==> config.mk <==
export PLATFORM = sky130hd
export DESIGN_NAME = alg_div
export DESIGN_NICKNAME = d
export VERILOG_FILES = /design/src/rtl/alg_pkg.sv /design/src/rtl/alg_div.sv
export SDC_FILE = /design/constraint.sdc
export NUM_CORES = 1
export LEC_CHECK = 0
export BUFFER_PORTS_ARGS = -buffer_cell sky130_fd_sc_hd__buf_2
export CORE_ASPECT_RATIO = 2
export CORE_MARGIN = 8
export CORE_UTILIZATION = 45
export DETAILED_ROUTE_END_ITERATION = 10
export PLACE_DENSITY = 0.61
export SLEW_MARGIN = 20
export SYNTH_ARGS = -nofsm -noshare
export SYNTH_HDL_FRONTEND = slang
export SYNTH_SLANG_ARGS = --single-unit
==> constraint.sdc <==
create_clock -name clk -period 7 [get_ports clk]
set_input_delay 0.35 -clock clk [delete_from_list [all_inputs] [get_ports clk]]
set_output_delay 0.35 -clock clk [all_outputs]
set_load 0.01 [all_outputs]
==> src/rtl/alg_pkg.sv <==
// ============================================================================
// alg_pkg
// Shared types, constant tables and rounding helpers of the associated
// Legendre generator.
// ============================================================================
package alg_pkg;

    // Handshake status of a multi-cycle arithmetic unit
    typedef struct packed {
        logic busy;
        logic done;
    } unit_status_t;

    // Register indexes of the configuration port
    typedef enum logic [1:0] {
        CFG_TOP_DEGREE = 2'd0,
        CFG_KEEP_PHASE = 2'd1,
        CFG_NEG_ORDERS = 2'd2
    } cfg_index_t;

    localparam logic [2:0] TOP_DEGREE_RESET = 3'd3;

    // (2l-1)!! for l = 0..7
    localparam logic [17:0] DFACT [8] = '{
        18'd1, 18'd1, 18'd3, 18'd15, 18'd105, 18'd945, 18'd10395, 18'd135135
    };

    // n! for n = 0..14
    localparam logic [39:0] FACT [15] = '{
        40'd1, 40'd1, 40'd2, 40'd6, 40'd24, 40'd120, 40'd720, 40'd5040,
        40'd40320, 40'd362880, 40'd3628800, 40'd39916800, 40'd479001600,
        40'd6227020800, 40'd87178291200
    };

    // Saturate to 32 bits
    function automatic logic signed [31:0] sat32(input logic signed [63:0] v);
        logic signed [31:0] r;
        if (v > 64'sd2147483647)
        begin
            r = 32'sh7fffffff;
        end
        else if (v < -64'sd2147483648)
        begin
            r = 32'sh80000000;
        end
        else
        begin
            r = v[31:0];
        end
        return r;
    endfunction

    // Divide by 2^k, round to nearest, ties away from zero
    function automatic logic signed [63:0] round_shr(input logic signed [63:0] v,
                                                      input int k);
        logic [63:0] mag;
        logic [63:0] q;
        mag = v[63] ? (64'd0 - 64'(v)) : 64'(v);
        q   = (mag + (64'd1 << (k - 1))) >> k;
        return v[63] ? -$signed(q) : $signed(q);
    endfunction

endpackage

==> src/rtl/alg_div.sv <==
// ============================================================================
// alg_div
// Restoring divider, one quotient bit per cycle, rounding to nearest with
// ties away from zero. Divisor is positive.
// ============================================================================
module alg_div (
    input  logic                 clk,
    input  logic                 rst_n,
    input  logic                 start,
    input  logic signed [63:0]   num,
    input  logic [63:0]          den,
    output alg_pkg::unit_status_t status,
    output logic signed [63:0]   quo
);

    logic [63:0] quo_reg;
    logic [64:0] rem_reg;
    logic [63:0] den_reg;
    logic        neg_reg;
    logic [6:0]  cnt_reg;
    logic        busy_reg;
    logic        done_reg;
    logic [63:0] mag;
    logic [64:0] rem_sh;
    logic        fits;

    assign mag    = num[63] ? (64'd0 - 64'(num)) : 64'(num);
    assign rem_sh = {rem_reg[63:0], quo_reg[63]};
    assign fits   = rem_sh >= {1'b0, den_reg};

    always_ff @(posedge clk or negedge rst_n)
    begin
        if (!rst_n)
        begin
            busy_reg <= 1'b0;
            done_reg <= 1'b0;
            cnt_reg  <= '0;
            quo_reg  <= '0;
            rem_reg  <= '0;
            den_reg  <= '0;
            neg_reg  <= 1'b0;
        end
        else
        begin
            done_reg <= 1'b0;
            if (start)
            begin
                quo_reg  <= mag + (den >> 1);
                rem_reg  <= '0;
                den_reg  <= den;
                neg_reg  <= num[63];
                cnt_reg  <= 7'd64;
                busy_reg <= 1'b1;
            end
            else if (busy_reg)
            begin
                rem_reg <= fits ? (rem_sh - {1'b0, den_reg}) : rem_sh;
                quo_reg <= {quo_reg[62:0], fits};
                cnt_reg <= cnt_reg - 7'd1;
                if (cnt_reg == 7'd1)
                begin
                    busy_reg <= 1'b0;
                    done_reg <= 1'b1;
                end
            end
        end
    end

    assign quo         = neg_reg ? -$signed(quo_reg) : $signed(quo_reg);
    assign status.busy = busy_reg;
    assign status.done = done_reg;

endmodule

==> impl_metrics.py <==
metrics = {
    "outcome": {
        "run_status": "completed",
    },
    "logic_synthesis": {
        "synth_top_area_share_pct": 26.08,
        "ys_seq_area_share_pct": 26.08,
        "synth_top_cell_by_area": "dfrtp_1",
        "ys_types": 80,
        "synth-edff-count": 0,
        "synth_seq_cells": 202,
        "synth_fp_nets": 2750,
        "async_reset_ff_share_pct": 100.0,
        "synth.top_cells.by_area": "dfrtp_1, ha_1, xnor2_1",
        "yosysWarnings": 0,
        "avgSynthCellArea_um2": 7.829,
        "netlist_area_um2": 19380,
        "synth_ff_type": "dfrtp_1",
        "syn_inst": 2476,
    },
    "timing": {
        "fin_crit_ns": 5.035,
        "rsz0062_at_grt": "no",
        "tightestPinTransition_ns": 1.073,
        "finalSetupTns_ns": 0,
        "holdWs_ns": 0.06110,
        "final.period_utilization_pct": 71.93,
        "max_freq_ghz": 0.1986,
        "finalSetupViolations": 0,
        "relSlewSlack_pct": 28.45,
        "finalHoldViolCount": 0,
        "finalMaxSlewViolations": 0,
        "skew_ns": 0.02543,
    },
    "drt": {
        "vias": 18780,
        "wire_per_inst_um": 21.72,
        "drc": 0,
        "drt_first_pass_iters": 5,
        "drt.antenna.violating_nets": 0,
        "wl_um": 68170,
        "viasPerCell": 5.983,
        "drt_iter0_markers": 1129,
    },
    "global_route": {
        "antenna_found_initial": 8,
        "met1_usage_pct": 29.77,
        "grt_pass1_vias": 19550,
        "grt_start_max_net_pins": 118,
        "grt_overflow_total": 0,
        "grtUsageMet2_pct": 48.33,
        "grt_pass1_wl_um": 107400,
        "grtUsageMet3_pct": 3.239,
        "grt_usage_pct": 26.67,
        "busiest_layer": "met2",
    },
    "layout": {
        "layout_common_cells": "nand2_1, o21ai_0, dfrtp_1, buf_2, xnor2_1",
        "layout-drive-gt1-share_pct": 11.91,
        "final_nets": 2846,
        "multi_input_area_um2": 13370,
        "regArea_um2": 5060,
        "instances_no_fill": 3139,
        "nFillCells": 4285,
        "final_util_pct": 50.30,
        "area_growth_pct": 10.48,
        "final_common_cell": "nand2_1",
    },
    "clock_network": {
        "post-cts-setup-buffers": 0,
        "ctsHoldBuffers": 1,
        "cts_made_buffers": 22,
        "worstSkewPairLatency_ns": 0.55,
        "cts_root_buf": "clkbuf_16",
        "cts_sinks": 202,
        "clk_path_buf_depth": 3,
        "htree_levels": 1,
        "cts_tree": "built",
        "cts.clk_slew.worst_paths_ns": 0.06,
        "cts_resized": 0,
    },
    "pwr": {
        "ir_worst_vdd_mv": 0.1983,
        "p_total_uw": 6197,
        "p_leak_uw": 0.009904,
        "p_per_area_nw_per_um2": 289.4,
    },
    "worst_setup_path": {
        "path_max_fanout": 6,
        "critPathCaptureType": "output pin",
        "worstPathArrival_ns": 4.69,
        "cp_data_required_time_ns": 6.65,
        "critPathMaxStageDelay_ns": 0.61,
        "slowest_stage": "or4_1",
        "start_kind": "flop",
        "crit_chain": "nor3_1 -> nand4_1 -> or3b_1 -> or2_4 -> clkinv_2 -> nand4_4 -> or4_4 -> or4_1 -> o31ai_2 -> xnor2_1 -> buf_2",
        "worstSetupPathType": "reg2out",
    },
    "place": {
        "placed_cells": 3092,
        "dpl.hpwl_um": 54240,
        "gp_congestion": 1.001,
        "port_buffers": 196,
    },
    "floorplanning": {
        "fp.dieW_um": 162.8,
        "initial_core_util_pct": 45.53,
        "die_y_um": 309.5,
        "fp.coreArea_um2": 42570,
        "io_pins": 197,
        "die-area_um2": 50370,
        "fp-row-count": 107,
    },
    "worst_hold_path": {
        "hold_path_class": "in2reg",
    },
    "flow_run": {
        "drv_cap": 0,
    },
}
==> synth_stat cells (10+ instances only) <==
master / number
buf_1: 10
ha_1: 141
o21bai_1: 28
nand2_1: 356
or3_1: 19
or4_1: 15
nor2_1: 152
nor3_1: 32
o31ai_1: 42
o21ai_0: 244
clkbuf_1: 123
nor4_1: 13
o211ai_1: 14
a211oi_1: 27
nand4_1: 37
a31oi_1: 15
o21a_1: 16
and3_1: 21
a311oi_1: 45
dfrtp_1: 202
mux2i_1: 54
nand3_1: 41
nor2b_1: 20
xor2_1: 46
o41ai_1: 22
nand2b_1: 21
a21oi_1: 179
xnor2_1: 187
inv_1: 117
a21o_1: 71
mux2_2: 11
==> critical path, delay by kind of cell, from the launching register on <==
kind / cells / cell delay [ns]
AO/OA/AOI/OAI: 1 / 0.43
XOR/XNOR: 1 / 0.17
buffers and inverters: 2 / 0.24
flip-flops: 1 / 0.48
AND/OR/NAND/NOR: 7 / 2.80
==> cell families (layout without fill, tap and decap cells) <==
group,count (synthesis),after routing,synth area share (%)
adder cells (fa/ha/maj),143,143,9.308
multiplexers,65,65,3.428
AO/OA/AOI/OAI,792,792,26.37
other,0,8,0
XOR/XNOR,233,233,10.53
flip-flops,202,202,26.08
buffers and inverters,257,367,5.086
AND/OR/NAND/NOR,784,784,19.20
==> power by group <==
group | internal [uW] | leakage (uW) | switching [uW]
Sequential | 1410 | 0.00253 | 301
Combinational | 1290 | 0.00704 | 2000
Clock | 664 | 0.000334 | 530
Total | 3370 | 0.00990 | 2830
==> routing by layer <==
layer,wire length (um),vias up
met4,3693,4
met3,2989,169
li1,-,9108
met2,34880,504
met5,23,-
met1,26580,8996
==> area by class of cell <==
type | count | share of cell area [%]
well taps | 545 | 3.184
repair buffers | 210 | 5.223
inverters | 119 | 2.092
clock buffers | 28 | 2.869
flip-flops and latches | 202 | 23.63
diodes | 8 | 0.09348
clock inverters | 10 | 0.4791
multi-input cells | 2017 | 62.43
==> path summary, 6_finish.rpt <==
path | startpoint | slack (ns) | cells past startpoint | end
setup / recovery | quo_reg[0] | 1.96 | 11 | quo[63]
hold / removal | den[58] | 0.06 | 3 | den_reg[58]
setup reg to reg | rem_reg[17] | 2.11 | 11 | rem_reg[27]
hold reg to reg | den_reg[0] | 0.52 | 1 | den_reg[0]
max in group asynchronous | rst_n | 5.39 | 3 | busy_reg
min in group asynchronous | rst_n | 0.41 | 2 | quo_reg[4]
==> per-stage QoR <==
step           setup WS (ns)  instance area (um^2)
5_1_grt                1.667                 21410
4_1_cts                1.949                 21390
3_5_place_dp           1.505                 20660
6_report               1.965                 21420
3_3_place_gp           1.553                 20660
2_1_floorplan          2.104                 19380
Power figures use the tool's default switching activity.
