### src/rtl/alg_ram.sv
// ============================================================================
// alg_ram
// Generic simple dual-port RAM: one write port, one registered read port.
// ============================================================================
module alg_ram #(
    parameter int WIDTH = 32,
    parameter int DEPTH = 16
) (
    input  logic                                  clk,
    input  logic                                  we,
    input  logic [(DEPTH > 1 ? $clog2(DEPTH) : 1)-1:0] waddr,
    input  logic [WIDTH-1:0]                      wdata,
    input  logic                                  re,
    input  logic [(DEPTH > 1 ? $clog2(DEPTH) : 1)-1:0] raddr,
    output logic [WIDTH-1:0]                      rdata
);

    logic [WIDTH-1:0] mem [DEPTH];

    always_ff @(posedge clk)
    begin
        if (we)
        begin
            mem[waddr] <= wdata;
        end
        if (re)
        begin
            rdata <= mem[raddr];
        end
    end

endmodule

### config.mk
export PLATFORM = sky130hd
export DESIGN_NAME = alg_ram
export DESIGN_NICKNAME = d
export VERILOG_FILES = /design/src/rtl/alg_ram.sv
export SDC_FILE = /design/constraint.sdc
export NUM_CORES = 1
export LEC_CHECK = 0
export BUFFER_PORTS_ARGS = -buffer_cell sky130_fd_sc_hd__buf_2
export CORE_AREA = 4 4 189 191
export CTS_CLUSTER_DIAMETER = 100
export DETAILED_ROUTE_END_ITERATION = 10
export DIE_AREA = 0 0 193 195
export GPL_TIMING_DRIVEN = 0
export PLACE_DENSITY_LB_ADDON = 0.15
export SLEW_MARGIN = 20
export SYNTH_ARGS = -nofsm -noshare
export SYNTH_HDL_FRONTEND = slang
export SYNTH_SLANG_ARGS = --single-unit
### constraint.sdc
create_clock -name clk -period 14.7 [get_ports clk]
set_clock_uncertainty 0.15 [all_clocks]
set_input_delay 4.41 -clock clk [delete_from_list [all_inputs] [get_ports clk]]
set_output_delay 4.41 -clock clk [all_outputs]
set_load 0.01 [all_outputs]
==> results of run 1 <==
==> worst max-delay path, delay by kind of cell <==
family / cells / cell delay (ns)
simple gates: 2 / 1.11
buf+inv: 3 / 0.66
==> stage by stage <==
step,cells,hold slack (ns),total power [W]
5_1_grt,1487,0.627,0.00321
2_1_floorplan,838,0.560,0.00188
3_3_place_gp,1365,0.571,0.00194
3_5_place_dp,1400,0.586,0.00195
6_report,1487,0.599,0.00311
4_1_cts,1487,0.601,0.00313
==> area by class of cell <==
cell class | count | area (µm²)
fill | 2117 | 10900
clock inverter | 20 | 115
tap | 455 | 569
sequential | 544 | 16300
clock buffer | 67 | 1380
multi-input combinational | 251 | 3730
buffer | 43 | 223
timing repair buffer | 107 | 895
==> synthesized netlist by cell type <==
master	n	share of area [%]
sky130_fd_sc_hd__buf_4	11	0.41
sky130_fd_sc_hd__nor2b_1	2	0.062
sky130_fd_sc_hd__nand3_1	1	0.025
sky130_fd_sc_hd__edfxtp_1	544	81
sky130_fd_sc_hd__buf_2	4	0.099
sky130_fd_sc_hd__nand2b_1	2	0.062
sky130_fd_sc_hd__buf_6	2	0.11
sky130_fd_sc_hd__nor2_1	13	0.24
sky130_fd_sc_hd__nand2_1	33	0.61
sky130_fd_sc_hd__a22oi_1	64	2.4
sky130_fd_sc_hd__mux4_2	128	14
sky130_fd_sc_hd__nand3b_1	2	0.074
sky130_fd_sc_hd__clkbuf_1	17	0.32
sky130_fd_sc_hd__and2_1	1	0.031
sky130_fd_sc_hd__nor3_1	4	0.099
sky130_fd_sc_hd__buf_1	9	0.17
sky130_fd_sc_hd__or3b_2	1	0.043
==> power groups by stage <==
stage / Sequential [W] / Combinational [W] / Clock, W
after floorplan: 0.00179 / 0.0000834 / 0
after global placement: 0.00179 / 0.000152 / 0
after detailed placement: 0.00179 / 0.000163 / 0
after CTS: 0.00176 / 0.000164 / 0.00122
after global routing: 0.00176 / 0.000173 / 0.00128
final: 0.00176 / 0.000161 / 0.00119
==> flip-flops by register name, indices dropped and copies added, names as in the netlist <==
signal  count
mem       512
rdata      32
==> logic make-up after synthesis <==
group | synth area share (%)
mux | 14.3
compound gates | 2.38
buf+inv | 1.10
simple gates | 1.25
flops | 81.0
==> worst min path at each step <==
stage	startpoint	to	slack, ns
6_report	mem[15][2]	rdata[2]	0.60
5_1_grt	mem[15][8]	rdata[8]	0.63
4_1_cts	mem[15][2]	rdata[2]	0.60
3_5_place_dp	mem[15][2]	rdata[2]	0.59
3_3_place_gp	mem[14][2]	rdata[2]	0.57
2_1_floorplan	mem[14][0]	rdata[0]	0.56
==> per-layer routing <==
| metal | share of wire, % | global-route usage [%] | vias to the layer above |
|---|---|---|---|
| met3 | 7.0 | 3.91 | 55 |
| li1 | - | - | 3919 |
| met5 | 0.029 | 0 | - |
| met2 | 50 | 37.2 | 371 |
| met1 | 41 | 34.1 | 4953 |
| met4 | 1.8 | 5.11 | 2 |
==> placed cells by master, fill, tap and decap left out, types with 2 or more instances in the layout <==
cell / instances
sky130_fd_sc_hd__nor2b_1: 2
sky130_fd_sc_hd__nor3_2: 4
sky130_fd_sc_hd__mux4_2: 128
sky130_fd_sc_hd__nand2b_1: 2
sky130_fd_sc_hd__clkinv_1: 8
sky130_fd_sc_hd__nor2_4: 12
sky130_fd_sc_hd__clkbuf_16: 53
sky130_fd_sc_hd__buf_6: 5
sky130_fd_sc_hd__nand3b_1: 2
sky130_fd_sc_hd__buf_8: 3
sky130_fd_sc_hd__edfxtp_1: 544
sky130_fd_sc_hd__clkbuf_1: 31
sky130_fd_sc_hd__buf_16: 10
sky130_fd_sc_hd__clkinv_2: 11
sky130_fd_sc_hd__a22oi_1: 64
sky130_fd_sc_hd__buf_1: 9
sky130_fd_sc_hd__nand2_1: 33
sky130_fd_sc_hd__buf_2: 76
sky130_fd_sc_hd__buf_12: 3
sky130_fd_sc_hd__buf_4: 27
==> impl_metrics.ini, run 1 <==
[critical_path]
cp_cell_sequence = buf_2 -> nand3b_1 -> nor3_2 -> buf_4 -> buf_4
timing.critical_path.to = mem[8][7]
crit_required_ns = 14.81
critical_path.startpoint = waddr[2]
critical_path.endpoint_type = flop
worst-r2r-cell-count = 3
worstPathArrival_ns = 6.20
crit_path_max_fanout = 8
critical_path.reg2reg.startpoint = mem[2][26]
cpPeakStageDelay_ns = 0.74
timing.setup.critical_path_class = in -> reg
timing.critical_path.from_type = input pin
crit-reg2reg-capture = rdata[26]
crit_top_cell = sky130_fd_sc_hd__buf_4
critPathSlowestCell = sky130_fd_sc_hd__nor3_2
ff2ff_setup_slack_ns = 13.02

[logic_synthesis]
mappedNetlistArea_um2 = 20200
yosys.cell_types.count = 17
synthesized_netlist_net_count = 881
yosysWarnings = 0
postSynthCellCount = 838
synth_seq_cells = 544
synth.avg_cell_area_um2 = 24.1
synth-seq-area-share_pct = 81.0

[grt]
vias_in_the_first_global_route = 9709
grt_max_degree = 33
grt_use_total_pct = 23.0
grt_pass1_wl_mm = 63.1
antenna_violations_before_repair = 1
grt_overflow = 0

[placed_design]
globalplace.congestion = 0.719
place_worst_setup_slack_ns = 8.02
area_after_detailed_placement_um2 = 21700
hpwl_mm = 25.8
portBuffers = 72

[clock_network]
h-tree-depth = 2
clockBufferDepth = 3
hold_buffers = 0
post_cts_buffers = 0
insertion_delay_ns = 0.56
tritoncts = built
worst_setup_hold_path_clk_slew_ns = 0.06
clk_root_buffer_cell = sky130_fd_sc_hd__clkbuf_16
post_cts.resized_instances = 0
numClockSinks = 544
inserted_clock_buffers = 52

[floorplanning]
floorplan.die.width_um = 193
core_region_area_um2 = 34100
start_util_pct = 59.1
floorplan.rows = 68
die_y_um = 195
ioPinCount = 75
floorplan.die_area_um2 = 37600

[sta]
final_max_slew_viol_count = 0
minimum_period_implied_by_the_final_worst_setup_slack_ns = 6.09
final.setup.worst_slack_ns = 8.61
layout_worst_path_cycle_share_pct = 41.4
worst_slew_margin_rel_pct = 29.6
timing_worst_slew_pin_value_ns = 1.06
finalHoldViolCount = 0
clock.fmax_mhz = 164
rsz_0062_raised_after_global_routing = false
setup_viol = 0
setup_total_negative_slack_ns = 0

[run_status]
status = complete, no violations

[routing]
detailroute.via_count = 9300
post_drt_via_cell_ratio = 6.25
totalWireLength_mm = 42.0
post_drt_wl_per_cell_um = 28.3
route.antenna.remaining_nets = 0
drc_errors = 0
detailedRoute.firstPassIterationCount = 4
detail_route.iter0.violations = 898

[cells_and_area]
layout-drive-gt1-share_pct = 32.4
antenna-diode-count = 0
finish.instance_area_um2 = 23200
post-route-util_pct = 68.1
num-nets-final = 1042
area.growth.synth_to_final_pct = 15.2

[power]
cell_internal_pwr_w = 0.00248
swShare_pct = 20.2
part_of_the_total_power_dissipated_in_sequential_elements_pct = 56.4
static-leakage-power_nw = 7.47
pwr_density_cell_nw_per_um2 = 134
clockPowerShare_pct = 38.4
vdd_ir_drop_max_uv = 104
comb_power_share_pct = 5.2
power.switching_w = 0.000627

[worst_hold_path]
whs_path_depth = 3
hold_path_class = reg -> reg

[flow_run]
max-cap-violations = 0
Note: power is estimated with default switching activity, not from simulation.
==> run 2: changes to the inputs <==
--- a/config.mk
+++ b/config.mk
@@ -5,11 +5,12 @@
 export SDC_FILE = /design/constraint.sdc
 export NUM_CORES = 1
 export LEC_CHECK = 0
+export ABC_AREA = 1
 export BUFFER_PORTS_ARGS = -buffer_cell sky130_fd_sc_hd__buf_2
-export CORE_AREA = 4 4 189 191
+export CORE_AREA = 4 4 202 204
 export CTS_CLUSTER_DIAMETER = 100
 export DETAILED_ROUTE_END_ITERATION = 10
-export DIE_AREA = 0 0 193 195
+export DIE_AREA = 0 0 206 208
 export GPL_TIMING_DRIVEN = 0
 export PLACE_DENSITY_LB_ADDON = 0.15
 export SLEW_MARGIN = 20
==> constraint.sdc (replaced) <==
create_clock -name clk -period 6.31 [get_ports clk]
set_clock_uncertainty 0.15 [all_clocks]
set_input_delay 1.893 -clock clk [delete_from_list [all_inputs] [get_ports clk]]
set_output_delay 1.893 -clock clk [all_outputs]
set_load 0.01 [all_outputs]
==> run 2 against run 1 <==
  * Clock power rose to 2.6 times the previous value
  * Die area grew 14%
  * Sequential cell count is the same
  * Synthesized area up 14%
  * Via count increased by 70%
  * Count of clock-buffer cells in the layout down 8
  * Critical path type unchanged
  * Global-route usage increased by 5.7 points
  * Routed wire length grew 47%
  * Largest power group unchanged
  * Final cell count up 90%
  * Core utilization shrank 0.96 points
  * Non-clock buffer count grew 48
==> impl_metrics.ini, run 2 <==
[run_status]
status = complete, no violations

[routing]
detail_route.iter0.violations = 1930
drc_errors = 0
route.antenna.remaining_nets = 0
detailedRoute.firstPassIterationCount = 5
post_drt_wl_per_cell_um = 21.8
detailroute.via_count = 15800
totalWireLength_mm = 61.7
post_drt_via_cell_ratio = 5.57

[logic_synthesis]
synthAdderAreaFrac_pct = 0
yosys.cell_types.count = 14
postSynthCellCount = 2120
yosysWarnings = 0
compound_gate_portion_of_the_synthesized_area_pct = 0
synthDominantAreaCellType = sky130_fd_sc_hd__edfxtp_1
yosys.area_share.xor_xnor_pct = 0
yosys-top-cells-area = sky130_fd_sc_hd__edfxtp_1 71%, sky130_fd_sc_hd__nand2_1 11%, sky130_fd_sc_hd__nand3_1 8.4%, sky130_fd_sc_hd__inv_1 6.3%, sky130_fd_sc_hd__buf_6 1.4%
synth-seq-area-share_pct = 70.9
dominantRegCellSynth = sky130_fd_sc_hd__edfxtp_1
synth.mux.area_fraction_pct = 0
yosys-top-cells-count = 677 x sky130_fd_sc_hd__nand2_1, 544 x sky130_fd_sc_hd__edfxtp_1, 388 x sky130_fd_sc_hd__inv_1, 385 x sky130_fd_sc_hd__nand3_1, 41 x sky130_fd_sc_hd__buf_2
ys_async_sr_fraction_pct = 0
number_of_synthesized_flops_with_an_enable_pin = 544
combinational_family_with_the_most_area_after_synthesis = simple AND/OR/NAND/NOR gates
synthesized_netlist_net_count = 2163
synth_seq_cells = 544
synth.avg_cell_area_um2 = 10.9
mappedNetlistArea_um2 = 23100
yosysMostFrequentCell = sky130_fd_sc_hd__nand2_1
yosys.area_share.simple_pct = 19.7
synth_largest_type_area_fraction_pct = 70.9

[sta]
setup_viol = 0
finalHoldViolCount = 0
worst_slew_margin_rel_pct = 30.3
final.setup.worst_slack_ns = 2.95
setup_total_negative_slack_ns = 0
layout_worst_path_cycle_share_pct = 53.2
clock.fmax_mhz = 298
minimum_period_implied_by_the_final_worst_setup_slack_ns = 3.36
timing_worst_slew_pin_value_ns = 1.05
rsz_0062_raised_after_global_routing = false
hold_ws_ns = 0.585
final_max_slew_viol_count = 0

[cells_and_area]
registers.top_by_ff_count = mem
num-fill-cells = 2892
area.growth.synth_to_final_pct = 14.4
most-common-layout-cells = 677 x sky130_fd_sc_hd__nand2_1, 544 x sky130_fd_sc_hd__edfxtp_1, 388 x sky130_fd_sc_hd__inv_1
final_common_cell = sky130_fd_sc_hd__nand2_1
sequential_cell_area_um2 = 16300
largest_reg_flops = 512
layout-drive-gt1-share_pct = 11.1
multi_input_area_um2 = 4670
reg_top3 = mem: 512 flops, rdata: 32 flops
antenna-diode-count = 0
num-nets-final = 2311

[clock_network]
post_cts_buffers = 0
hold_buffers = 0
clockBufferDepth = 3
post_cts.resized_instances = 0
inserted_clock_buffers = 53
insertion_delay_ns = 0.59
tritoncts = built
numClockSinks = 544
worst_setup_hold_path_clk_slew_ns = 0.06
h-tree-depth = 2
clk_root_buffer_cell = sky130_fd_sc_hd__clkbuf_16

[placed_design]
portBuffers = 72
globalplace.congestion = 0.837
place_worst_setup_slack_ns = 2.42
hpwl_mm = 39.6

[power]
post_layout_total_power_w = 0.00771
pwr_density_cell_nw_per_um2 = 292
vdd_ir_drop_max_uv = 261
static-leakage-power_nw = 11.2

[critical_path]
cpPeakStageDelay_ns = 0.72
crit_family = buffers and inverters
crit_required_ns = 6.49
crit_path_max_fanout = 10
critical_path.reg2reg.startpoint = mem[3][28]
timing.critical_path.from_type = input pin
path_buf_inv = 3
timing.setup.critical_path_class = in -> reg
worst-r2r-cell-count = 6
crit-reg2reg-capture = rdata[28]
worstPathArrival_ns = 3.54
critical_path.endpoint_type = flop
critPathSlowestCell = sky130_fd_sc_hd__buf_1
ff2ff_setup_slack_ns = 4.95
cp_cell_sequence = buf_2 -> buf_2 -> buf_1 -> nand3_1 -> nand3_1 -> nand2_1

[worst_hold_path]
min_from = mem[10][6]
hold_path_class = reg -> reg
whs_path_depth = 6
hold-path-endpoint = rdata[6]

[grt]
grt_pass1_wl_mm = 91.1
grt_overflow = 0
antenna_violations_before_repair = 0
grt_max_degree = 33
vias_in_the_first_global_route = 14900
grt_use_total_pct = 28.7

[floorplanning]
core_region_area_um2 = 39300
die_y_um = 208
ioPinCount = 75
start_util_pct = 58.7
floorplan.rows = 73
floorplan.die.width_um = 206
floorplan.die_area_um2 = 42800

[flow_run]
max-cap-violations = 0
-- run 2: worst max-delay path by stage --
stage / start / endpoint / slack [ns] / depth (start not counted)
after floorplan: waddr[2] / mem[10][0] / 2.27 / 2
after global placement: waddr[2] / mem[8][13] / 0.45 / 3
after detailed placement: waddr[2] / mem[9][7] / 2.42 / 4
after CTS: waddr[2] / mem[9][7] / 3.03 / 4
after global routing: raddr[2] / rdata[23] / 2.92 / 6
final: raddr[2] / rdata[23] / 2.95 / 6
-- run 2: final cells by class --
type / instances / share of cell area [%]
clock inverter: 34 / 1.17
buffer: 105 / 2.66
tap: 525 / 2.49
sequential: 544 / 61.9
inverter: 390 / 5.56
multi-input combinational: 1081 / 17.7
clock buffer: 59 / 5.11
timing repair buffer: 93 / 3.39
-- run 2: per-stage QoR --
stage	cell area, µm²	util, %	instances
6_report	26400	67.2	2831
5_1_grt	26400	67.2	2831
4_1_cts	26400	67.2	2831
3_5_place_dp	24700	62.9	2738
3_3_place_gp	24100	61.3	2717
2_1_floorplan	23100	-	2120
-- run 2: layer usage --
layer,share of wire (%),up-vias,GRT usage [%],wire length (µm)
li1,-,7177,-,-
met1,40,7523,42.1,24700
met2,46,942,44.4,28400
met3,11,134,4.60,6610
met4,3.2,0,10.2,1980
met5,0,-,0,0
-- run 2: power by group --
| group | switching (W) | internal (W) |
|---|---|---|
| Combinational | 0.000391 | 0.000154 |
| Clock | 0.00131 | 0.00177 |
| Sequential | 0.0000194 | 0.00407 |
-- run 2: logic make-up after synthesis --
group	after synthesis
DFF	544
buffers and inverters	495
and+or+nand+nor	1081
-- run 2: worst min-delay path, delay by kind of cell (launching register included) --
kind	cells	cell delay, ns
flip-flops	1	0.32
AND/OR/NAND/NOR	6	0.31
