$ cat config.mk
export PLATFORM = sky130hd
export DESIGN_NAME = alg_sqrt
export DESIGN_NICKNAME = d
export VERILOG_FILES = /design/src/rtl/alg_pkg.sv /design/src/rtl/alg_sqrt.sv
export SDC_FILE = /design/constraint.sdc
export NUM_CORES = 1
export LEC_CHECK = 0
export CAP_MARGIN = 20
export CELL_PAD_IN_SITES_DETAIL_PLACEMENT = 1
export CELL_PAD_IN_SITES_GLOBAL_PLACEMENT = 1
export CORE_MARGIN = 5
export CORE_UTILIZATION = 35
export DETAILED_ROUTE_END_ITERATION = 8
export DONT_BUFFER_PORTS = 1
export HOLD_SLACK_MARGIN = 0.06
export PLACE_DENSITY = 0.57
export SYNTH_ARGS = -nofsm -noshare
export SYNTH_HDL_FRONTEND = slang
export SYNTH_SLANG_ARGS = --single-unit
$ cat constraint.sdc
create_clock -name clk -period 9.5 [get_ports clk]
set_input_delay 1.9 -clock clk [delete_from_list [all_inputs] [get_ports clk]]
set_output_delay 1.9 -clock clk [all_outputs]
set_load 0.005 [all_outputs]
$ cat src/rtl/alg_pkg.sv
// ============================================================================
// alg_pkg
// Shared types, constant tables and rounding helpers of the associated
// Legendre generator.
// ============================================================================
package alg_pkg;

    // Handshake status of a multi-cycle arithmetic unit
    typedef struct packed {
        logic busy;
        logic done;
    } unit_status_t;

    // Register indexes of the configuration port
    typedef enum logic [1:0] {
        CFG_TOP_DEGREE = 2'd0,
        CFG_KEEP_PHASE = 2'd1,
        CFG_NEG_ORDERS = 2'd2
    } cfg_index_t;

    localparam logic [2:0] TOP_DEGREE_RESET = 3'd3;

    // (2l-1)!! for l = 0..7
    localparam logic [17:0] DFACT [8] = '{
        18'd1, 18'd1, 18'd3, 18'd15, 18'd105, 18'd945, 18'd10395, 18'd135135
    };

    // n! for n = 0..14
    localparam logic [39:0] FACT [15] = '{
        40'd1, 40'd1, 40'd2, 40'd6, 40'd24, 40'd120, 40'd720, 40'd5040,
        40'd40320, 40'd362880, 40'd3628800, 40'd39916800, 40'd479001600,
        40'd6227020800, 40'd87178291200
    };

    // Saturate to 32 bits
    function automatic logic signed [31:0] sat32(input logic signed [63:0] v);
        logic signed [31:0] r;
        if (v > 64'sd2147483647)
        begin
            r = 32'sh7fffffff;
        end
        else if (v < -64'sd2147483648)
        begin
            r = 32'sh80000000;
        end
        else
        begin
            r = v[31:0];
        end
        return r;
    endfunction

    // Divide by 2^k, round to nearest, ties away from zero
    function automatic logic signed [63:0] round_shr(input logic signed [63:0] v,
                                                      input int k);
        logic [63:0] mag;
        logic [63:0] q;
        mag = v[63] ? (64'd0 - 64'(v)) : 64'(v);
        q   = (mag + (64'd1 << (k - 1))) >> k;
        return v[63] ? -$signed(q) : $signed(q);
    endfunction

endpackage

$ cat src/rtl/alg_sqrt.sv
// ============================================================================
// alg_sqrt
// Iterative square root of a 31-bit value, two bits per cycle, rounded to
// nearest.
// ============================================================================
module alg_sqrt (
    input  logic                clk,
    input  logic                rst_n,
    input  logic                start,
    input  logic [30:0]         u,
    output alg_pkg::unit_status_t status,
    output logic [15:0]         root
);

    logic [30:0] u_reg;
    logic [31:0] r_reg;
    logic [30:0] bit_reg;
    logic [4:0]  cnt_reg;
    logic        busy_reg;
    logic        done_reg;
    logic [31:0] trial;

    assign trial = r_reg + 32'(bit_reg);

    always_ff @(posedge clk or negedge rst_n)
    begin
        if (!rst_n)
        begin
            busy_reg <= 1'b0;
            done_reg <= 1'b0;
            cnt_reg  <= '0;
            u_reg    <= '0;
            r_reg    <= '0;
            bit_reg  <= '0;
        end
        else
        begin
            done_reg <= 1'b0;
            if (start)
            begin
                u_reg    <= u;
                r_reg    <= '0;
                bit_reg  <= 31'd1 << 30;
                cnt_reg  <= 5'd16;
                busy_reg <= 1'b1;
            end
            else if (busy_reg)
            begin
                if (32'(u_reg) >= trial)
                begin
                    u_reg <= u_reg - 31'(trial);
                    r_reg <= (r_reg >> 1) + 32'(bit_reg);
                end
                else
                begin
                    r_reg <= r_reg >> 1;
                end
                bit_reg <= bit_reg >> 2;
                cnt_reg <= cnt_reg - 5'd1;
                if (cnt_reg == 5'd1)
                begin
                    busy_reg <= 1'b0;
                    done_reg <= 1'b1;
                end
            end
        end
    end

    // round up when the remainder exceeds the floor root
    assign root        = (32'(u_reg) > r_reg) ? 16'(r_reg + 32'd1) : r_reg[15:0];
    assign status.busy = busy_reg;
    assign status.done = done_reg;

endmodule

==> results of run 1 <==
-- cells in the mapped netlist, types with 12 or more instances --
cell type,n
a31oi_1,25
or3_1,12
dfrtp_1,86
o21ai_0,83
a21oi_1,79
nand3_1,16
nand4_1,18
mux2i_1,24
a21o_1,24
inv_1,56
a211oi_1,28
xnor2_1,55
nor2_1,110
clkbuf_1,26
xor2_1,25
nor3_1,21
nand2_1,84
ha_1,99
-- area by class of cell --
type	instances	area share
multi-input combinational	830	0.6472
sequential	86	0.2458
tap	319	0.04556
clock buffer	10	0.02614
inverter	56	0.02400
clock inverter	6	0.006142
timing repair buffer	6	0.005142
-- tightest hold or removal path, cell delays in order (launching register included) --
cell     delay, ns
dfrtp_1       0.36
xnor2_1       0.07
nand2_1       0.06
-- metal layers --
metal / share of wire / track usage / vias to the layer above
li1: - / - / 3642
met4: 0.012 / 0.04079 / 0
met2: 0.41 / 0.2792 / 64
met5: 0 / 0 / -
met3: 0.023 / 0.02610 / 15
met1: 0.55 / 0.3003 / 3487
-- final timing paths --
| path | startpoint | to | slack (ns) | depth (start not counted) |
|---|---|---|---|---|
| max | r_reg[10] | u_reg[3] | 3.22 | 20 |
| min | cnt_reg[4] | cnt_reg[4] | 0.53 | 2 |
| max reg2reg | r_reg[10] | u_reg[3] | 3.22 | 20 |
| min reg2reg | cnt_reg[4] | cnt_reg[4] | 0.53 | 2 |
| max in group asynchronous | rst_n | u_reg[25] | 8.12 | 0 |
| min in group asynchronous | rst_n | bit_reg[0] | 1.23 | 0 |
-- per-stage QoR --
step | setup slack [ns] | hold slack (ns) | std cells | total power, W | utilization
after floorplan | 4.681 | 0.4809 | 1021 | 0.002087 | -
after global placement | 3.194 | 0.5068 | 1297 | 0.002409 | 0.3622
after detailed placement | 3.199 | 0.4986 | 1297 | 0.002439 | 0.3622
after CTS | 3.172 | 0.5295 | 1313 | 0.002826 | 0.3743
after global routing | 2.718 | 0.5454 | 1313 | 0.003096 | 0.3743
final | 3.224 | 0.5262 | 1313 | 0.002790 | 0.3743
-- report_power, final --
group          internal [W]  leakage [nW]  switching (W)
Clock              0.000183         0.136       0.000185
Sequential         0.000467          1.12       0.000158
Combinational      0.000728          2.46        0.00107
Total               0.00138          3.71        0.00141
-- logic make-up after synthesis --
logic type | count (synthesis) | share of synthesized area
multiplexers | 24 | 0.02899
AO/OA/AOI/OAI | 327 | 0.2544
buffers and inverters | 105 | 0.05617
XOR/XNOR | 80 | 0.08455
adder cells (fa/ha/maj) | 100 | 0.1519
AND/OR/NAND/NOR | 299 | 0.1643
flip-flops | 86 | 0.2597
==> reports/qor.yml, run 1 <==
outcome: "complete, no violations"
synth_enable_flop_cells: 0
multi_input_area_um2: 5669
report.final.hold_viol_count: 0
synth.ff_latch_count: 86
synth.largest_area_cell: "dfrtp_1"
vdd_ir_drop_max_mv: 0.1728
drt_pass1_iterations: 5
critical_path.cell_chain: "ha_1 > nand4_1 > o41ai_1 > o21ai_0 > o311ai_0 > a21o_1 > a32oi_1 > a21o_1 > xor2_1 > ha_1 > nor4_1 > o21ai_0 > a211o_2 > o311ai_4 > buf_4 > or2_2 > buf_4 > nor2_1 > a211oi_1 > a21oi_1"
areaGrowthSynthToFinish_pct: 5.707
final_cell_mix: "110 x nor2_1, 99 x ha_1, 85 x dfrtp_1, 84 x nand2_1, 83 x o21ai_0"
startpoint_type: "register"
final_nets: 1123
fillerInstances: 2875
antenna_found_initial: 0
dpl-instance-area_um2: 8477
floorplan.initialDensity: 0.3541
first_global_vias: 7509
tritoncts: "done"
groute.usage.overall: 0.1921
cts_resized: 0
crit_required_ns: 9.74
drive_above_1_share: 0.03924
netlist-cell-type-count: 65
std_cell_rows: 56
layout_commonest_cell: "nor2_1"
drt-total-wl_mm: 24.81
synth_top_area_frac: 0.2597
floorplan.die.width_um: 163.9
clockBufferDepth: 2
timing.critical_path.slowest_stage_cell: "o41ai_1"
max_clock_freq_mhz: 159.3
post_drt_wl_per_cell_um: 18.89
worst_ep_arrival_time_ns: 6.52
worst_pin_slew_ns: 0.9682
synth_area_leaders: "dfrtp_1 26%, ha_1 15%, xnor2_1 5.8%, o21ai_0 5.0%, nor2_1 5.0%"
syn-num-nets: 1155
asyncSetResetFlopFracSynth: 1.000
numPortBuffers: 0
final.period_utilization: 0.6606
ctsHtreeMaxLevel: 3
count_of_pins_over_their_slew_limit: 0
path_delay_family: "compound AO/OA/AOI/OAI gates"
cts.repair_timing.setup_buffer_count: 0
antennaDiodeCount: 0
place_hpwl_mm: 18.71
finalSetupViolations: 0
grt_pass1_wl_mm: 41.29
seq_area_frac_synth: 0.2597
leakage_power_figure_nw: 3.715
regArea_um2: 2153
type_of_the_most_critical_hold_path: "register to register"
grt_setup_unrepaired: "false"
fp.dieArea_um2: 26850
routabilityCongestion: 0.8207
grt_start_max_net_pins: 108
die_height_um: 163.9
drv_cap: 0
slew_headroom: 0.3545
timing.final.crit_period_ns: 6.276
criticalPathCategory: "register to register"
cts.hold.buffers_added: 0
synthesized_area_per_cell_um2: 8.116
source_to_sink_clock_delay_at_the_later_pin_of_the_worst_skew_pair_ns: 0.36
ioPinCount: 52
via_count: 7208
placeableCoreArea_um2: 23400
grt_overflow_total: 0
ant_nets: 0
largest_reg_flops: 32
final_area_um2: 8760
detail_route.vias_per_cell: 5.490
syn-instance-count: 1021
clock-sinks: 86
cts_made_buffers: 9
drc_errors: 0
detail_route.iter0.violations: 348
cp_num_buf_inv: 2
critPathMaxStageDelay_ns: 0.64
finalClockSkew_ns: 0.01014
clkSlewWorstSetupHoldPaths_ns: 0.07
sum_of_negative_setup_slack_ns: 0
cp-end-kind: "register"
post_synth_instance_area_um2: 8287
yosysWarningCount: 0
pwr_density_cell_nw_per_um2: 318.5
cts-root-buf: "clkbuf_16"
postSynth.topFlopCell: "dfrtp_1"
path_max_fanout: 68
Power figures use the tool's default switching activity.
==> run 2, diff against run 1 <==
Settings changed: PLACE_DENSITY 0.57 to 0.59.
Clock period 9.5 ns to 5.7 ns, I/O delays scaled along.
==> run 2 against run 1 <==
Net effect:
- global-route usage rose by 0.079 points
- largest cell class unchanged
- clock skew rose by 0.0016 ns
- hold slack got worse by 0.052 ns
- highest routed layer unchanged
- cell count rose by 0.69%
- core utilization rose by 0.45 points
- total power rose by 69%
- sequential share of layout area fell by 0.29 points
- via count rose by 1.1%
- critical path depth did not move
- fmax rose by 20%
==> reports/qor.yml, run 2 (synthesis results as in run 1) <==
outcome: "complete, no violations"  # unchanged
layout_commonest_cell: "nor2_1"  # unchanged
slew_headroom: 0.4392  # was 0.3545
drv_cap: 0  # unchanged
grt_setup_unrepaired: "false"  # unchanged
clock-sinks: 86  # unchanged
r2r_slack_ns: 0.47  # was 3.22 ns
cp-end-kind: "register"  # unchanged
drc_errors: 0  # unchanged
worst_ep_arrival_time_ns: 5.48  # was 6.52 ns
report.final.hold_viol_count: 0  # unchanged
finalSetupViolations: 0  # unchanged
startpoint_type: "register"  # unchanged
cts.hold.buffers_added: 0  # unchanged
place_hpwl_mm: 19.01  # was 18.71 mm
max_clock_freq_mhz: 191.1  # was 159.3 MHz
criticalPathCategory: "register to register"  # unchanged
grt_overflow_total: 0  # unchanged
clock_power_share: 0.131  # was 0.132
groute.usage.overall: 0.1929  # was 0.1921
antenna_found_initial: 0  # unchanged
switching_share: 0.4979  # was 0.5062
type_of_the_most_critical_hold_path: "input pin to async pin"  # was register to register
count_of_pins_over_their_slew_limit: 0  # unchanged
multi_input_area_um2: 5685  # was 5669 µm²
post_drt_wl_per_cell_um: 19.07  # was 18.89 µm
numPortBuffers: 0  # unchanged
finalWorstSetupSlack_ns: 0.4685  # was 3.224 ns
worst_pin_slew_ns: 0.8413  # was 0.9682 ns
pint_w: 0.002370  # was 0.001378 W
first_global_vias: 7397  # was 7509
sum_of_negative_setup_slack_ns: 0  # unchanged
routabilityCongestion: 0.8348  # was 0.8207
finalClockSkew_ns: 0.01170  # was 0.01014 ns
crit_required_ns: 5.95  # was 9.74 ns
tritoncts: "done"  # unchanged
cts-root-buf: "clkbuf_16"  # unchanged
largest_reg_flops: 32  # unchanged
areaGrowthSynthToFinish_pct: 6.991  # was 5.707%
regArea_um2: 2153  # unchanged
grt_pass1_wl_mm: 41.45  # was 41.29 mm
std_cell_rows: 56  # unchanged
die_height_um: 163.9  # unchanged
post-place-ws_ns: 0.3312  # was 3.199 ns
vdd_ir_drop_max_mv: 0.4580  # was 0.1728 mV
detail_route.iter0.violations: 352  # was 348
final_cell_mix: "110 x nor2_1, 98 x ha_1, 85 x dfrtp_1, 84 x nand2_1, 83 x o21ai_0"  # was 110 x nor2_1, 99 x ha_1, 85 x dfrtp_1, 84 x nand2_1, 83 x o21ai_0
path_max_fanout: 20  # was 68
detail_route.vias_per_cell: 5.511  # was 5.490
placeableCoreArea_um2: 23400  # unchanged
clkSlewWorstSetupHoldPaths_ns: 0.08  # was 0.07 ns
power.combinational.fraction: 0.654  # was 0.644
source_to_sink_clock_delay_at_the_later_pin_of_the_worst_skew_pair_ns: 0.36  # about the same
drt_pass1_iterations: 5  # unchanged
drt-total-wl_mm: 25.21  # was 24.81 mm
grt_start_max_net_pins: 108  # unchanged
floorplan.initialDensity: 0.3541  # unchanged
pwr_density_cell_nw_per_um2: 532.3  # was 318.5 nW/µm²
ioPinCount: 52  # unchanged
power.sequential.fraction: 0.215  # was 0.224
drive_above_1_share: 0.05184  # was 0.03924
fillerInstances: 2852  # was 2875
antennaDiodeCount: 0  # unchanged
via_count: 7286  # was 7208
net-switching-power_w: 0.002350  # was 0.001412 W
worstRegToRegCells: 20  # unchanged
ant_nets: 0  # unchanged
clockBufferDepth: 2  # unchanged
finalCoreUtilization: 0.3788  # was 0.3743
floorplan.die.width_um: 163.9  # unchanged
fp.dieArea_um2: 26850  # unchanged
leakage_power_figure_nw: 3.776  # was 3.715 nW
cts_made_buffers: 9  # unchanged
final.period_utilization: 0.9178  # was 0.6606
timing.final.crit_period_ns: 5.232  # was 6.276 ns
final_nets: 1132  # was 1123
ctsHtreeMaxLevel: 3  # unchanged
## run 2: final cells by class
type | instances | area share
clock buffer | 10 | 0.02695
clock inverter | 6 | 0.006068
inverter | 56 | 0.02371
multi-input combinational | 830 | 0.6413
sequential | 86 | 0.2429
tap | 319 | 0.04502
timing repair buffer | 15 | 0.01411
## run 2: path summary, 6_finish.rpt
kind,to,startpoint
hold / removal,r_reg[5],rst_n
min in group clk,cnt_reg[4],cnt_reg[4]
max in group asynchronous,u_reg[25],rst_n
setup reg to reg,u_reg[27],r_reg[0]
setup / recovery,u_reg[27],r_reg[0]
hold reg to reg,cnt_reg[4],cnt_reg[4]
## run 2: timing repair
item	CTS	global route
resized for setup	0	3
buffers inserted	0	0
endpoints found under the setup margin	0	20
## run 2: worst max-delay path, cell delays in order, from the launching register on
cell and delay [ns]:
dfrtp_1 0.47, ha_1 0.25, ha_1 0.20, a21o_1 0.18
a31oi_2 0.27, o21bai_1 0.12, a31oi_1 0.22, nor2_1 0.07
o21ai_0 0.22, xor2_1 0.13, ha_2 0.42, and4_1 0.26
nand4_1 0.21, or4_1 0.61, o211ai_1 0.17, a211o_2 0.21
o311ai_4 0.11, or2_2 0.31, buf_4 0.21, and3_1 0.20
a221o_1 0.27
## run 2: power groups by stage
stage	sequential, W	clock [W]	combinational [W]
floorplan	0.000917	0	0.00256
global placement	0.00103	0	0.00304
detailed placement	0.00102	0	0.00310
CTS	0.00102	0.000643	0.00311
global route	0.00104	0.000656	0.00351
finish	0.00102	0.000619	0.00308
## run 2: layer usage
| layer | wire, µm | share of wire | track usage | up-vias |
|---|---|---|---|---|
| li1 | - | - | - | 3670 |
| met5 | 0 | 0 | 0 | - |
| met2 | 10680 | 0.42 | 0.2882 | 55 |
| met1 | 13830 | 0.55 | 0.3020 | 3549 |
| met4 | 180 | 0.0071 | 0.03202 | 0 |
| met3 | 516 | 0.020 | 0.02108 | 12 |
## run 2: through the flow
stage / std cells / hold WS, ns / instance area (µm²) / power, W
after CTS: 1322 / 0.4558 / 8850 / 0.004770
after global placement: 1306 / 0.5052 / 8557 / 0.004071
after floorplan: 1021 / 0.4809 / 8287 / 0.003478
final: 1322 / 0.4737 / 8866 / 0.004720
after detailed placement: 1306 / 0.5117 / 8557 / 0.004126
after global routing: 1322 / 0.4573 / 8866 / 0.005210
==> run 3, diff against run 2 <==
Settings changed: REMOVE_ABC_BUFFERS from default to 1, SKIP_LAST_GASP from default to 1.
==> run 3 against run 2 <==
Net effect:
- first-iteration DRC count down 20%
- worst setup slack worse by 0.20 ns
- cell area up 0.93%
- routed wire length down 1.4%
- combinational power up 5%
- sequential share of layout area down 0.22 points
- hold slack worse by 0.0019 ns
- flip-flop and latch count unchanged
==> reports/qor.yml, run 3 (synthesis results as in run 1) <==
via_count: 7328  # was 7286
path_max_fanout: 30  # was 20
pwr_density_cell_nw_per_um2: 548.9  # was 532.3 nW/µm²
floorplan.die.width_um: 163.9  # unchanged
dp.cells: 1310  # was 1306
criticalPathCategory: "register to register"  # unchanged
power.combinational.fraction: 0.658  # was 0.654
layout_commonest_cell: "nor2_1"  # unchanged
final_cell_mix: "110 x nor2_1, 99 x ha_1, 85 x dfrtp_1, 84 x nand2_1, 83 x o21ai_0"  # was 110 x nor2_1, 98 x ha_1, 85 x dfrtp_1, 84 x nand2_1, 83 x o21ai_0
detail_route.vias_per_cell: 5.526  # was 5.511
timing.critical_path.slowest_stage_cell: "or4_1"  # unchanged
max_clock_freq_mhz: 184.0  # was 191.1 MHz
clockBufferDepth: 2  # unchanged
die_height_um: 163.9  # unchanged
pint_w: 0.002516  # was 0.002370 W
clock_power_share: 0.142  # was 0.131
clkSlewWorstSetupHoldPaths_ns: 0.08  # about the same
finalCoreUtilization: 0.3824  # was 0.3788
groute.usage.overall: 0.1935  # was 0.1929
switching_share: 0.4878  # was 0.4979
drt-total-wl_mm: 24.86  # was 25.21 mm
report.final.hold_viol_count: 0  # unchanged
post_drt_wl_per_cell_um: 18.75  # was 19.07 µm
floorplan.initialDensity: 0.3541  # unchanged
drv_cap: 0  # unchanged
cp-end-kind: "register"  # unchanged
vdd_ir_drop_max_mv: 0.2248  # was 0.4580 mV
routabilityCongestion: 0.8001  # was 0.8348
drc_errors: 0  # unchanged
startpoint_type: "register"  # unchanged
detail_route.iter0.violations: 282  # was 352
areaGrowthSynthToFinish_pct: 7.987  # was 6.991%
numPortBuffers: 0  # unchanged
worst_path_most_repeated_cell: "ha_1"  # unchanged
outcome: "complete, no violations"  # unchanged
slew_headroom: 0.3321  # was 0.4392
final_cells: 1326  # was 1322
largest_reg_flops: 32  # unchanged
power.sequential.fraction: 0.199  # was 0.215
drive_above_1_share: 0.05362  # was 0.05184
cts.hold.buffers_added: 0  # unchanged
net-switching-power_w: 0.002396  # was 0.002350 W
timing.final.crit_period_ns: 5.434  # was 5.232 ns
ioPinCount: 52  # unchanged
grt_overflow_total: 0  # unchanged
cts_made_buffers: 9  # unchanged
antenna_found_initial: 0  # unchanged
std_cell_rows: 56  # unchanged
fp.dieArea_um2: 26850  # unchanged
finalSetupViolations: 0  # unchanged
place_hpwl_mm: 18.47  # was 19.01 mm
drt_pass1_iterations: 4  # was 5
tritoncts: "done"  # unchanged
crit_required_ns: 5.95  # about the same
grt_setup_unrepaired: "false"  # unchanged
worst_pin_slew_ns: 0.9942  # was 0.8413 ns
finalClockSkew_ns: 0.009850  # was 0.01170 ns
grt_pass1_wl_mm: 41.95  # was 41.45 mm
type_of_the_most_critical_hold_path: "input pin to async pin"  # unchanged
placeableCoreArea_um2: 23400  # unchanged
leakage_power_figure_nw: 3.819  # was 3.776 nW
final.period_utilization: 0.9533  # was 0.9178
worst_ep_arrival_time_ns: 5.68  # was 5.48 ns
sum_of_negative_setup_slack_ns: 0  # unchanged
final_nets: 1136  # was 1132
clock-sinks: 86  # unchanged
source_to_sink_clock_delay_at_the_later_pin_of_the_worst_skew_pair_ns: 0.36  # about the same
antennaDiodeCount: 0  # unchanged
cts-root-buf: "clkbuf_16"  # unchanged
count_of_pins_over_their_slew_limit: 0  # unchanged
grt_start_max_net_pins: 108  # unchanged
first_global_vias: 7695  # was 7397
critical_path.cell_chain: "ha_1 > ha_1 > a21o_1 > a31oi_2 > buf_4 > o21bai_1 > a31oi_1 > nor2_1 > o21ai_0 > xor2_1 > ha_1 > and4_1 > nand4_1 > or4_1 > o211ai_1 > a211o_2 > o311ai_4 > or2_2 > buf_12 > and3_1 > a221o_1"  # was ha_1 > ha_1 > a21o_1 > a31oi_2 > o21bai_1 > a31oi_1 > nor2_1 > o21ai_0 > xor2_1 > ha_2 > and4_1 > nand4_1 > or4_1 > o211ai_1 > a211o_2 > o311ai_4 > or2_2 > buf_4 > and3_1 > a221o_1
ant_nets: 0  # unchanged
ctsHtreeMaxLevel: 3  # unchanged
critPathMaxStageDelay_ns: 0.56  # was 0.61 ns
run 3: changes by cell type in the layout (fill, tap and decap cells not counted), moves of 2 or more:
cell	before	now
buf_12	1	3
bufinv_16	0	2
clkinv_4	3	1
buf_4	14	16
run 3: cell type report:
class	count	area, µm²
clock buffers	9	225.2
clock inverters	7	105.1
fillers	2849	14450
inverters	56	210.2
multi-input cells	830	5675
flip-flops and latches	86	2153
well taps	319	399.1
repair buffers	19	180.2
run 3: what timing repair did:
| action | 4_1_cts | 5_1_grt |
|---|---|---|
| endpoints found under the setup margin | 0 | 13 |
| buffers inserted | 0 | 0 |
| resized for setup | 0 | 2 |
run 3: worst paths after layout:
path                         endpoint  slack [ns]  depth (start not counted)       start
setup / recovery            u_reg[27]        0.27                         21    r_reg[0]
hold / removal              r_reg[11]        0.47                          0       rst_n
setup reg to reg            u_reg[27]        0.27                         21    r_reg[0]
hold reg to reg            cnt_reg[4]        0.52                          2  cnt_reg[4]
max in group asynchronous   u_reg[10]        5.07                          0       rst_n
min in group clk           cnt_reg[4]        0.52                          2  cnt_reg[4]
run 3: power by group through the flow:
| stage | logic, W | clock network (W) | registers, W |
|---|---|---|---|
| 2_1_floorplan | 0.00232 | 0 | 0.000949 |
| 3_3_place_gp | 0.00322 | 0 | 0.000998 |
| 3_5_place_dp | 0.00325 | 0 | 0.000998 |
| 4_1_cts | 0.00328 | 0.000717 | 0.000985 |
| 5_1_grt | 0.00371 | 0.000738 | 0.00101 |
| 6_report | 0.00323 | 0.000699 | 0.000979 |
run 3: layer usage:
metal | routed length [µm] | GRT usage
met1 | 12560 | 0.2752
met2 | 11320 | 0.3157
met3 | 651 | 0.02058
met4 | 334 | 0.04689
met5 | 0 | 0
run 3: worst max-delay path: cells and delay by family (launching register included):
kind / cells / cell delay, ns
fa+ha+maj: 3 / 0.91
xor+xnor: 1 / 0.12
compound gates: 9 / 1.81
buf+inv: 2 / 0.34
simple gates: 6 / 1.68
flops: 1 / 0.47
run 3: metrics by stage:
step	cell area [µm²]	total power, W	hold WS [ns]	setup slack, ns
6_report	8949	0.004912	0.4718	0.2662
5_1_grt	8949	0.005452	0.4598	0.01462
4_1_cts	8942	0.004985	0.4596	0.1898
3_5_place_dp	8612	0.004252	0.5098	0.2146
3_3_place_gp	8612	0.004218	0.5071	0.2383
2_1_floorplan	8031	0.003269	0.4809	0.08623
